$ cat config.mk
export PLATFORM = sky130hd
export DESIGN_NAME = ipd_stream_deframer_core
export DESIGN_NICKNAME = d
export VERILOG_FILES = /design/src/sv/isd_pkg.sv /design/src/sv/ipd_stream_deframer_core.sv
export SDC_FILE = /design/constraint.sdc
export NUM_CORES = 1
export LEC_CHECK = 0
export ABC_AREA = 1
export BUFFER_PORTS_ARGS = -buffer_cell sky130_fd_sc_hd__buf_2
export CORE_ASPECT_RATIO = 0.5
export CORE_MARGIN = 2
export CORE_UTILIZATION = 45
export CTS_CLUSTER_DIAMETER = 80
export DETAILED_ROUTE_END_ITERATION = 10
export PLACE_DENSITY = 0.64
export SLEW_MARGIN = 20
export SYNTH_ARGS = -nofsm -noshare
export SYNTH_HDL_FRONTEND = slang
export SYNTH_SLANG_ARGS = --single-unit
$ cat constraint.sdc
create_clock -name clock -period 3.3 [get_ports clock]
set_input_delay 0.33 -clock clock [delete_from_list [all_inputs] [get_ports clock]]
set_output_delay 0.33 -clock clock [all_outputs]
set_load 0.01 [all_outputs]
$ cat src/sv/isd_pkg.sv
`default_nettype none
// Package for the +IPD stream deframer: widths, tag strings, byte codes, operation codes.
// No dependencies; used by ipd_stream_deframer_core.
package isd_pkg;

   // Length counter width
   localparam int LENGTH_BITS = 16;

   // Window lengths in bytes, and the width of their fill counters
   localparam int FILL_BITS = 3;
   localparam logic [FILL_BITS-1:0] TAG_LEN  = 3'd5;
   localparam logic [FILL_BITS-1:0] SEND_LEN = 3'd7;

   // Tags, first byte in the most significant position
   localparam logic [8*5-1:0] IPD_TAG  = "+IPD,";
   localparam logic [8*7-1:0] SEND_TAG = "SEND OK";

   // Byte codes of the length field
   localparam logic [7:0] CHAR_ZERO  = "0";
   localparam logic [7:0] CHAR_NINE  = "9";
   localparam logic [7:0] CHAR_COLON = ":";

   // Operation codes
   localparam logic OP_BYTE    = 1'b0;
   localparam logic OP_RESTART = 1'b1;

endpackage
`default_nettype wire

$ cat src/sv/ipd_stream_deframer_core.sv
`default_nettype none
// +IPD,<len>:<payload> deframer. One beat in, one result beat out.
// The result is registered and shows in the cycle after the beat is accepted.
// Throughput: one byte per cycle while results are taken; a result held by rsp_ready low stalls the input.
// The input stays ready while a result waits, as long as the result is taken in the same cycle.
// Reset (synchronous, active high) returns to scanning with empty windows and a clear send flag.
// Depends on isd_pkg.
module ipd_stream_deframer_core (
   input  wire logic       clock,
   input  wire logic       reset,
   input  wire logic       req_valid,
   output logic            req_ready,
   input  wire logic       req_operation,
   input  wire logic [7:0] req_rx_byte,
   output logic            rsp_valid,
   input  wire logic       rsp_ready,
   output logic            rsp_payload_valid,
   output logic [7:0]      rsp_payload_byte,
   output logic            rsp_frame_last,
   output logic            rsp_header_error,
   output logic            rsp_send_ok_seen
);

   localparam int LB = isd_pkg::LENGTH_BITS;

   typedef enum logic [1:0] {
      MODE_SCAN    = 2'd0,
      MODE_DIGITS  = 2'd1,
      MODE_PAYLOAD = 2'd2
   } mode_type;

   // Parser state
   mode_type                        mode_ff, mode_in;
   logic [8*5-1:0]                  tag_win_ff, tag_win_in;
   logic [isd_pkg::FILL_BITS-1:0]   tag_fill_ff, tag_fill_in;
   logic [LB-1:0]                   bytes_left_ff, bytes_left_in;
   logic [8*7-1:0]                  send_win_ff, send_win_in;
   logic [isd_pkg::FILL_BITS-1:0]   send_fill_ff, send_fill_in;
   logic                            send_flag_ff, send_flag_in;

   // Result register
   logic       rsp_valid_ff, rsp_valid_in;
   logic       pay_valid_ff, pay_valid_in;
   logic [7:0] pay_byte_ff, pay_byte_in;
   logic       last_ff, last_in;
   logic       herr_ff, herr_in;
   logic       sok_ff, sok_in;

   logic            accept;
   logic            clear_all;
   logic            is_digit;
   logic [LB+3:0]   len_ext;
   logic [LB+3:0]   len_times10;
   logic [LB-1:0]   bytes_dec;
   logic [8*5-1:0]  tag_shift;
   logic [8*7-1:0]  send_shift;

   // Input side takes a beat whenever the result slot is free or draining
   assign req_ready = !rsp_valid_ff || rsp_ready;
   assign accept    = req_valid && req_ready;

   // Datapath pieces for the modes
   assign is_digit    = (req_rx_byte >= isd_pkg::CHAR_ZERO) &&
                        (req_rx_byte <= isd_pkg::CHAR_NINE);
   assign len_ext     = {4'b0000, bytes_left_ff};
   assign len_times10 = (len_ext << 3) + (len_ext << 1) +
                        {{LB{1'b0}}, req_rx_byte[3:0]};
   assign bytes_dec   = bytes_left_ff - {{(LB-1){1'b0}}, 1'b1};
   assign tag_shift   = {tag_win_ff[8*4-1:0], req_rx_byte};
   assign send_shift  = {send_win_ff[8*6-1:0], req_rx_byte};

   // Next state and next result
   always_comb begin
      mode_in       = mode_ff;
      tag_win_in    = tag_win_ff;
      tag_fill_in   = tag_fill_ff;
      bytes_left_in = bytes_left_ff;
      send_win_in   = send_win_ff;
      send_fill_in  = send_fill_ff;
      send_flag_in  = send_flag_ff;
      pay_valid_in  = 1'b0;
      pay_byte_in   = 8'h00;
      last_in       = 1'b0;
      herr_in       = 1'b0;
      clear_all     = 1'b0;

      if (req_operation == isd_pkg::OP_RESTART) begin
         clear_all = 1'b1;
      end else begin
         unique case (mode_ff)
            MODE_PAYLOAD: begin
               pay_valid_in  = 1'b1;
               pay_byte_in   = req_rx_byte;
               bytes_left_in = bytes_dec;
               if (bytes_dec == '0) begin
                  last_in     = 1'b1;
                  mode_in     = MODE_SCAN;
                  tag_fill_in = '0;
               end
            end
            MODE_DIGITS: begin
               if (is_digit) begin
                  // overflow past the counter width is a malformed header
                  if (len_times10[LB+3:LB] != 4'b0000) begin
                     clear_all = 1'b1;
                     herr_in   = 1'b1;
                  end else begin
                     bytes_left_in = len_times10[LB-1:0];
                  end
               end else if (req_rx_byte == isd_pkg::CHAR_COLON) begin
                  if (bytes_left_ff == '0) begin
                     mode_in     = MODE_SCAN;
                     tag_fill_in = '0;
                  end else begin
                     mode_in = MODE_PAYLOAD;
                  end
               end else begin
                  clear_all = 1'b1;
                  herr_in   = 1'b1;
               end
            end
            default: begin
               // scanning: both windows take the byte
               tag_win_in  = tag_shift;
               send_win_in = send_shift;
               if (tag_fill_ff < isd_pkg::TAG_LEN)
                  tag_fill_in = tag_fill_ff + 1'b1;
               if (send_fill_ff < isd_pkg::SEND_LEN)
                  send_fill_in = send_fill_ff + 1'b1;
               if ((tag_fill_ff >= isd_pkg::TAG_LEN - 1'b1) &&
                   (tag_shift == isd_pkg::IPD_TAG)) begin
                  mode_in       = MODE_DIGITS;
                  bytes_left_in = '0;
               end
               if ((send_fill_ff >= isd_pkg::SEND_LEN - 1'b1) &&
                   (send_shift == isd_pkg::SEND_TAG))
                  send_flag_in = 1'b1;
            end
         endcase
      end

      // restart or malformed header: everything back to reset values
      if (clear_all) begin
         mode_in       = MODE_SCAN;
         tag_win_in    = '0;
         tag_fill_in   = '0;
         bytes_left_in = '0;
         send_win_in   = '0;
         send_fill_in  = '0;
         send_flag_in  = 1'b0;
      end

      sok_in = send_flag_in;

      // result slot
      if (accept)
         rsp_valid_in = 1'b1;
      else if (rsp_ready)
         rsp_valid_in = 1'b0;
      else
         rsp_valid_in = rsp_valid_ff;
   end

   // State and result registers
   always_ff @(posedge clock) begin
      if (reset) begin
         mode_ff       <= MODE_SCAN;
         tag_win_ff    <= '0;
         tag_fill_ff   <= '0;
         bytes_left_ff <= '0;
         send_win_ff   <= '0;
         send_fill_ff  <= '0;
         send_flag_ff  <= 1'b0;
         rsp_valid_ff  <= 1'b0;
      end else begin
         rsp_valid_ff <= rsp_valid_in;
         if (accept) begin
            mode_ff       <= mode_in;
            tag_win_ff    <= tag_win_in;
            tag_fill_ff   <= tag_fill_in;
            bytes_left_ff <= bytes_left_in;
            send_win_ff   <= send_win_in;
            send_fill_ff  <= send_fill_in;
            send_flag_ff  <= send_flag_in;
         end
      end
      if (accept) begin
         pay_valid_ff <= pay_valid_in;
         pay_byte_ff  <= pay_byte_in;
         last_ff      <= last_in;
         herr_ff      <= herr_in;
         sok_ff       <= sok_in;
      end
   end

   assign rsp_valid         = rsp_valid_ff;
   assign rsp_payload_valid = pay_valid_ff;
   assign rsp_payload_byte  = pay_byte_ff;
   assign rsp_frame_last    = last_ff;
   assign rsp_header_error  = herr_ff;
   assign rsp_send_ok_seen  = sok_ff;

`ifndef NO_ASSERTIONS
   // last beat of a frame is always a payload beat
   a_last_is_payload: assert property (@(posedge clock) disable iff (reset)
      rsp_valid_ff |-> (!last_ff || pay_valid_ff))
      else $error("frame_last without payload_valid");

   // a header error wipes the send flag and passes no payload
   a_herr_clears: assert property (@(posedge clock) disable iff (reset)
      (rsp_valid_ff && herr_ff) |-> (!pay_valid_ff && !sok_ff))
      else $error("header_error with payload or send flag");

   // payload mode never runs with an empty count
   a_payload_count: assert property (@(posedge clock) disable iff (reset)
      (mode_ff == MODE_PAYLOAD) |-> (bytes_left_ff != '0))
      else $error("payload mode with zero bytes left");

   // state moves only on an accepted beat
   a_state_hold: assert property (@(posedge clock) disable iff (reset)
      (!accept && !$past(reset)) |=> ($stable(mode_ff) && $stable(bytes_left_ff)))
      else $error("parser state changed without an accepted beat");
`endif

endmodule
`default_nettype wire
==> results of run 1 <==
cells by family (layout without fill, tap and decap cells):
group / Yosys count / in the layout / share of synthesized area [%]
flops: 86 / 86 / 32.4
simple gates: 487 / 487 / 37.0
buf+inv: 132 / 187 / 9.74
fa+ha+maj: 41 / 41 / 9.28
compound gates: 100 / 100 / 9.67
xor+xnor: 13 / 13 / 2.00
flip-flops by register name, indices dropped and copies added, names as in the netlist:
signal / flops
send_win_ff: 17
rsp_payload_byte: 8
rsp_frame_last: 1
rsp_payload_valid: 1
rsp_send_ok_seen: 1
rsp_header_error: 1
bytes_left_ff: 16
mode_ff: 2
rsp_valid: 1
send_flag_ff: 1
tag_fill_ff: 3
tag_win_ff: 31
send_fill_ff: 3
worst paths after layout:
| path | start | to | slack, ps | cells after the start |
|---|---|---|---|---|
| max | bytes_left_ff[0] | send_win_ff[39] | 150 | 23 |
| min | req_rx_byte[6] | tag_win_ff[6] | 270 | 3 |
| max reg2reg | bytes_left_ff[0] | send_win_ff[39] | 150 | 23 |
| min reg2reg | send_win_ff[42] | send_win_ff[42] | 470 | 2 |
report_power, final:
group	internal, W	switching (W)	leakage, nW	total (W)
combinational	0.000499	0.000889	2.16	0.00139
sequential	0.00114	0.0000711	0.725	0.00121
clock	0.000658	0.000441	0.162	0.00110
total	0.00229	0.00140	3.04	0.00369
worst max-delay path, cell delays in order, from the launching register on:
cell	delay, ps
dfxtp_2	330
inv_1	60
fa_1	500
inv_1	70
fa_2	350
nand2_2	90
nand2_2	80
nand3b_1	110
nand2_2	60
nand2_1	70
nand2_1	50
nand2_1	60
nand2_1	60
nor2_1	110
nand2_2	100
nand2_4	110
nand2_4	80
inv_4	90
nand2_4	50
nor2_4	120
buf_12	140
clkbuf_16	150
nand2_1	70
a21oi_1	140
Yosys cell counts (all sizes together):
master	number
and2	2
nand3	34
or2	4
dfxtp	74
nor2	104
o22ai	3
nand2	279
nand4	42
xor2	11
nor4	9
edfxtp	12
a41oi	1
xnor2	2
fa	2
buf	17
inv	100
a21oi	75
ha	39
nor4b	2
nor3b	1
clkbuf	13
a22o	1
o21bai	1
and3	1
nand3b	3
nor3	6
o21ai	18
a21o	1
clkinv	2
repair_timing:
| item | 4_1_cts | 5_1_grt |
|---|---|---|
| gates resized for setup | 0 | 26 |
| setup endpoints to repair | 0 | 74 |
| hold buffers | 0 | 0 |
| setup buffers | 0 | 4 |
metal layers:
| metal | routed length [um] | part of all wire, % |
|---|---|---|
| met2 | 7450 | 47 |
| met1 | 7500 | 47 |
| met5 | 0 | 0 |
| met4 | 244 | 1.5 |
| met3 | 673 | 4.2 |
final cells by class:
class | count | area, um^2
fill | 1219 | 5420
tap | 165 | 206
inverter | 102 | 385
sequential | 86 | 1850
multi-input combinational | 641 | 3360
timing repair buffer | 69 | 541
clock buffer | 11 | 264
clock inverter | 5 | 58.8
stage by stage:
stage          std cells  area, um^2  util, %  total power [W]
4_1_cts             1071        6480     53.6          0.00361
5_1_grt             1079        6660     55.1          0.00393
6_report            1079        6660     55.1          0.00369
3_3_place_gp        1055        6150     50.9          0.00251
3_5_place_dp        1055        6150     50.9          0.00252
2_1_floorplan        859        5690        -          0.00216
==> flow_summary.yaml, run 1 <==
run_status:
  status: "finished, final reports clean"
worst_setup_path:
  critPathRequiredTime_ps: 3560
  startpoint_type: "flip-flop"
  setup.worst_path.end_class: "flip-flop"
  path_class: "reg2reg"
  arrival_ps: 3410
  cp_max_fo: 10
global_route:
  use_met1_pct: 31.0
  use_met3_pct: 3.83
  met2_usage_pct: 39.3
  overflow: 0
  grt_pass1_wl_um: 25400
  grt_max_degree: 54
  grtUsageTotal_pct: 23.3
  top_usage_layer: "met2"
  first_global_vias: 5229
  antenna_found_initial: 0
synth:
  yosys.cell_types.count: 43
  ys_ff_latch: 86
  synth_area_um2: 5690
  synth-seq-area-share_pct: 32.4
  avgSynthCellArea_um2: 6.63
  synth_top_area_share_pct: 26.0
  synth_nets: 913
  syn_inst: 859
  yosysWarnings: 0
  ys_top_cells_by_area: "dfxtp_1 (26%), nand2_1 (18%), ha_1 (8.6%), nor2_1 (6.8%), edfxtp_1 (6.3%)"
  yosysTopAreaCell: "dfxtp_1"
final_layout:
  final_common_cell: "nand2_1"
  mostFrequentLayoutCells: "nand2_1 (266), nor2_1 (103), inv_1 (85), dfxtp_1 (67), a21oi_1 (64)"
  layout.nets: 963
  layout-drive-gt1-share_pct: 15.6
  antenna_cells: 0
  area_growth_syn_to_layout_pct: 17.1
placed_design:
  hpwl_um: 11400
  place_ws_ps: -122
  gp_congestion: 0.947
  io_buffers: 26
die:
  pin_count: 27
  die_area_um2: 13600
  die_y_um: 83.5
  rows: 28
  core_um2: 12100
  initial_core_util_pct: 47.1
  fp.dieW_um: 163
route:
  dr.pass1.iters: 5
  viasPerCell: 5.25
  vias: 5665
  drc: 0
  drt_iter0_drc: 328
  wirelength_um: 15900
  drtAntennaViolNets: 0
  route.detailed.wl_per_inst_um: 14.7
sta:
  tightest_slew_ps: 758
  setup_viol: 0
  max-slew-margin-rel_pct: 49.4
  tns_ps: 0
  min_period_ps: 3150
  skew_ps: 7.54
  finalMaxSlewViolations: 0
  hold_violations: 0
  finalWorstSetupSlack_ps: 149
  timing.fmax_mhz: 317
  fin_crit_sh_pct: 95.5
  whs_ps: 272
flow_run:
  max_cap_viol_count: 0
cts:
  cts_root_buf: "clkbuf_16"
  clock_latency_ps: 340
  clockBufferDepth: 2
  clkTransAtPathRegs_ps: 60
  cts_tree: "yes"
  htree_levels: 3
  cts.sinks: 86
  cts_made_buffers: 9
power:
  ir_drop_mv: 0.310
  cellPowerDensity_nw_per_um2: 554
  p_leak_nw: 3.04
min_path:
  hold_class: "in2reg"
(Power assumes the default switching activity.)
==> run 2: changes to the inputs <==
--- a/config.mk
+++ b/config.mk
@@ -13,6 +13,7 @@
 export CTS_CLUSTER_DIAMETER = 80
 export DETAILED_ROUTE_END_ITERATION = 10
 export PLACE_DENSITY = 0.64
+export REMOVE_ABC_BUFFERS = 1
 export SLEW_MARGIN = 20
 export SYNTH_ARGS = -nofsm -noshare
 export SYNTH_HDL_FRONTEND = slang
==> run 2 against run 1 <==
Clock-buffer cell count grew 2; routed wire length shrank 2.0%; highest routed layer unchanged; setup slack gained 79 ps; hold slack lost 1.9 ps; register-to-register slack gained 80 ps; largest power group unchanged; first-iteration DRC count shrank 2.1%; flip-flop and latch count is the same; critical path type unchanged.
==> flow_summary.yaml, run 2 (synthesis gave the netlist of run 1 again) <==
route:
  dr.pass1.iters: 5
  route.detailed.wl_per_inst_um: 14.4
  vias: 5644
  wirelength_um: 15600
  drc: 0
  drtAntennaViolNets: 0
  viasPerCell: 5.24
  drt_iter0_drc: 321
die:
  pin_count: 27
  fp.dieW_um: 163
  rows: 28
  initial_core_util_pct: 47.1
  die_area_um2: 13600
  die_y_um: 83.5
  core_um2: 12100
sta:
  tightest_slew_ps: 874
  setup_viol: 0
  finalMaxSlewViolations: 0
  min_period_ps: 3070
  timing.fmax_mhz: 326
  fin_crit_sh_pct: 93.1
  whs_ps: 270
  hold_violations: 0
  max-slew-margin-rel_pct: 41.7
  skew_ps: 9.91
final_layout:
  instances_no_fill: 1078
  layout-drive-gt1-share_pct: 15.7
  layout.nets: 962
  antenna_cells: 0
  fill_cells: 1236
  final_util_pct: 55.1
  largest_register_ffs: 31
  largest_register: "tag_win_ff"
  final_common_cell: "nand2_1"
  area_growth_syn_to_layout_pct: 17.0
  mostFrequentLayoutCells: "nand2_1 (264), nor2_1 (103), inv_1 (85), dfxtp_1 (68), a21oi_1 (64)"
  reg_top3: "tag_win_ff: 31 flops, send_win_ff: 17 flops, bytes_left_ff: 16 flops"
global_route:
  grt_max_degree: 54
  overflow: 0
  grtUsageTotal_pct: 23.3
  antenna_found_initial: 0
  grt_pass1_wl_um: 25500
  first_global_vias: 5199
worst_setup_path:
  crit_buf_inv: 5
  cp_cell_sequence: "inv_1 > fa_1 > inv_1 > fa_2 > nand2_2 > nand2_2 > nand3b_1 > nand2_2 > nand2_2 > nand2_1 > nand2_1 > nand2_1 > nor2_1 > nand2_2 > nand2_4 > nand2_4 > inv_4 > nand2_4 > nor2_4 > buf_12 > clkbuf_16 > nand2_1 > a21oi_1"
  cp_max_fo: 14
  startpoint: "bytes_left_ff[0]"
  r2r-start: "bytes_left_ff[0]"
  crit_family: "simple AND/OR/NAND/NOR gates"
  path_class: "reg2reg"
  startpoint_type: "flip-flop"
  cpPeakStageDelay_ps: 490
  cp_common_cell: "nand2_2"
  arrival_ps: 3350
  reg2reg_slack_ps: 230
  setup.worst_path.end_class: "flip-flop"
  cp_slowest_cell: "fa_1"
  rr_endpoint: "send_win_ff[45]"
  critPathRequiredTime_ps: 3580
  ff2ff_path_depth: 23
cts:
  cts_root_buf: "clkbuf_16"
  clockBufferDepth: 2
  htree_levels: 3
  cts-hold-fix-buffers: 0
  cts.sinks: 86
  clock_latency_ps: 350
  cts_made_buffers: 9
  cts_tree: "yes"
  clkTransAtPathRegs_ps: 70
min_path:
  holdPathEnd: "tag_win_ff[6]"
  hold_class: "in2reg"
  hold_depth: 3
  min-delay-start: "req_rx_byte[6]"
power:
  p_leak_nw: 3.02
  internal-power_w: 0.00221
  power_frac_clock_pct: 27.9
  switching_share_pct: 38.7
  cellPowerDensity_nw_per_um2: 542
  p_switching_w: 0.00140
  seq_power_share_pct: 33.5
  power_frac_comb_pct: 38.6
  ir_drop_mv: 0.344
placed_design:
  gp_congestion: 0.973
  dpl.cell_count: 1056
  hpwl_um: 11100
  io_buffers: 26
run_status:
  status: "finished, final reports clean"
flow_run:
  max_cap_viol_count: 0
## run 2: cell types whose count changed in the layout (fill, tap and decap cells not counted), sizes merged
cell / before / now
inv: 103 / 101
clkbuf: 13 / 16
clkinvlp: 0 / 1
buf: 67 / 65
bufinv: 1 / 0
## run 2: worst reg2reg max path, delay by kind of cell (launching register included)
kind / cells / cell delay (ps)
and+or+nand+nor: 15 / 1180
AOI/OAI and AO/OA: 1 / 110
adders and majority gates: 2 / 840
DFF: 1 / 320
buffers and inverters: 5 / 510
## run 2: timing repair
item | 4_1_cts | 5_1_grt
buffers inserted | 0 | 3
endpoints found under the setup margin | 0 | 72
hold endpoints to repair | 0 | 0
resized for setup | 0 | 28
## run 2: worst max path at each step
stage | to | slack [ps] | depth (start not counted)
floorplan | send_win_ff[43] | -530 | 19
global placement | send_fill_ff[0] | -10 | 23
detailed placement | send_fill_ff[0] | -60 | 23
CTS | send_fill_ff[1] | 70 | 22
global route | send_fill_ff[0] | -9 | 23
finish | send_win_ff[45] | 230 | 23
## run 2: through the flow
stage / TNS, ps / setup slack [ps] / cell area (um^2) / total power (W)
2_1_floorplan: -23220 / -530 / 5520 / 0.00209
3_3_place_gp: -20.7 / -10.9 / 6170 / 0.00252
3_5_place_dp: -1890 / -64.0 / 6170 / 0.00253
4_1_cts: 0 / 66.1 / 6470 / 0.00353
5_1_grt: -9.18 / -9.18 / 6660 / 0.00384
6_report: 0 / 229 / 6660 / 0.00361
## run 2: layer usage
| layer | global-route usage, % | wire length [um] |
|---|---|---|
| met1 | 32.1 | 7490 |
| met3 | 3.92 | 714 |
| met5 | 0 | 0 |
| met2 | 37.7 | 7110 |
| met4 | 6.76 | 246 |
## run 2: power by group through the flow
| stage | combinational (W) | sequential (W) | clock (W) |
|---|---|---|---|
| global route | 0.00156 | 0.00122 | 0.00106 |
| detailed placement | 0.00130 | 0.00122 | 0 |
| CTS | 0.00131 | 0.00120 | 0.00102 |
| finish | 0.00139 | 0.00121 | 0.00101 |
| floorplan | 0.000876 | 0.00122 | 0 |
| global placement | 0.00129 | 0.00122 | 0 |
## run 2: area by class of cell
type | count | area [um^2] | share of cell area [%]
Clock buffer | 13 | 270 | 4.06
Timing Repair Buffer | 68 | 548 | 8.23
Tap cell | 165 | 206 | 3.10
Sequential cell | 86 | 1850 | 27.8
Multi-Input combinational cell | 641 | 3370 | 50.7
Clock inverter | 3 | 25.0 | 0.376
Inverter | 102 | 385 | 5.79
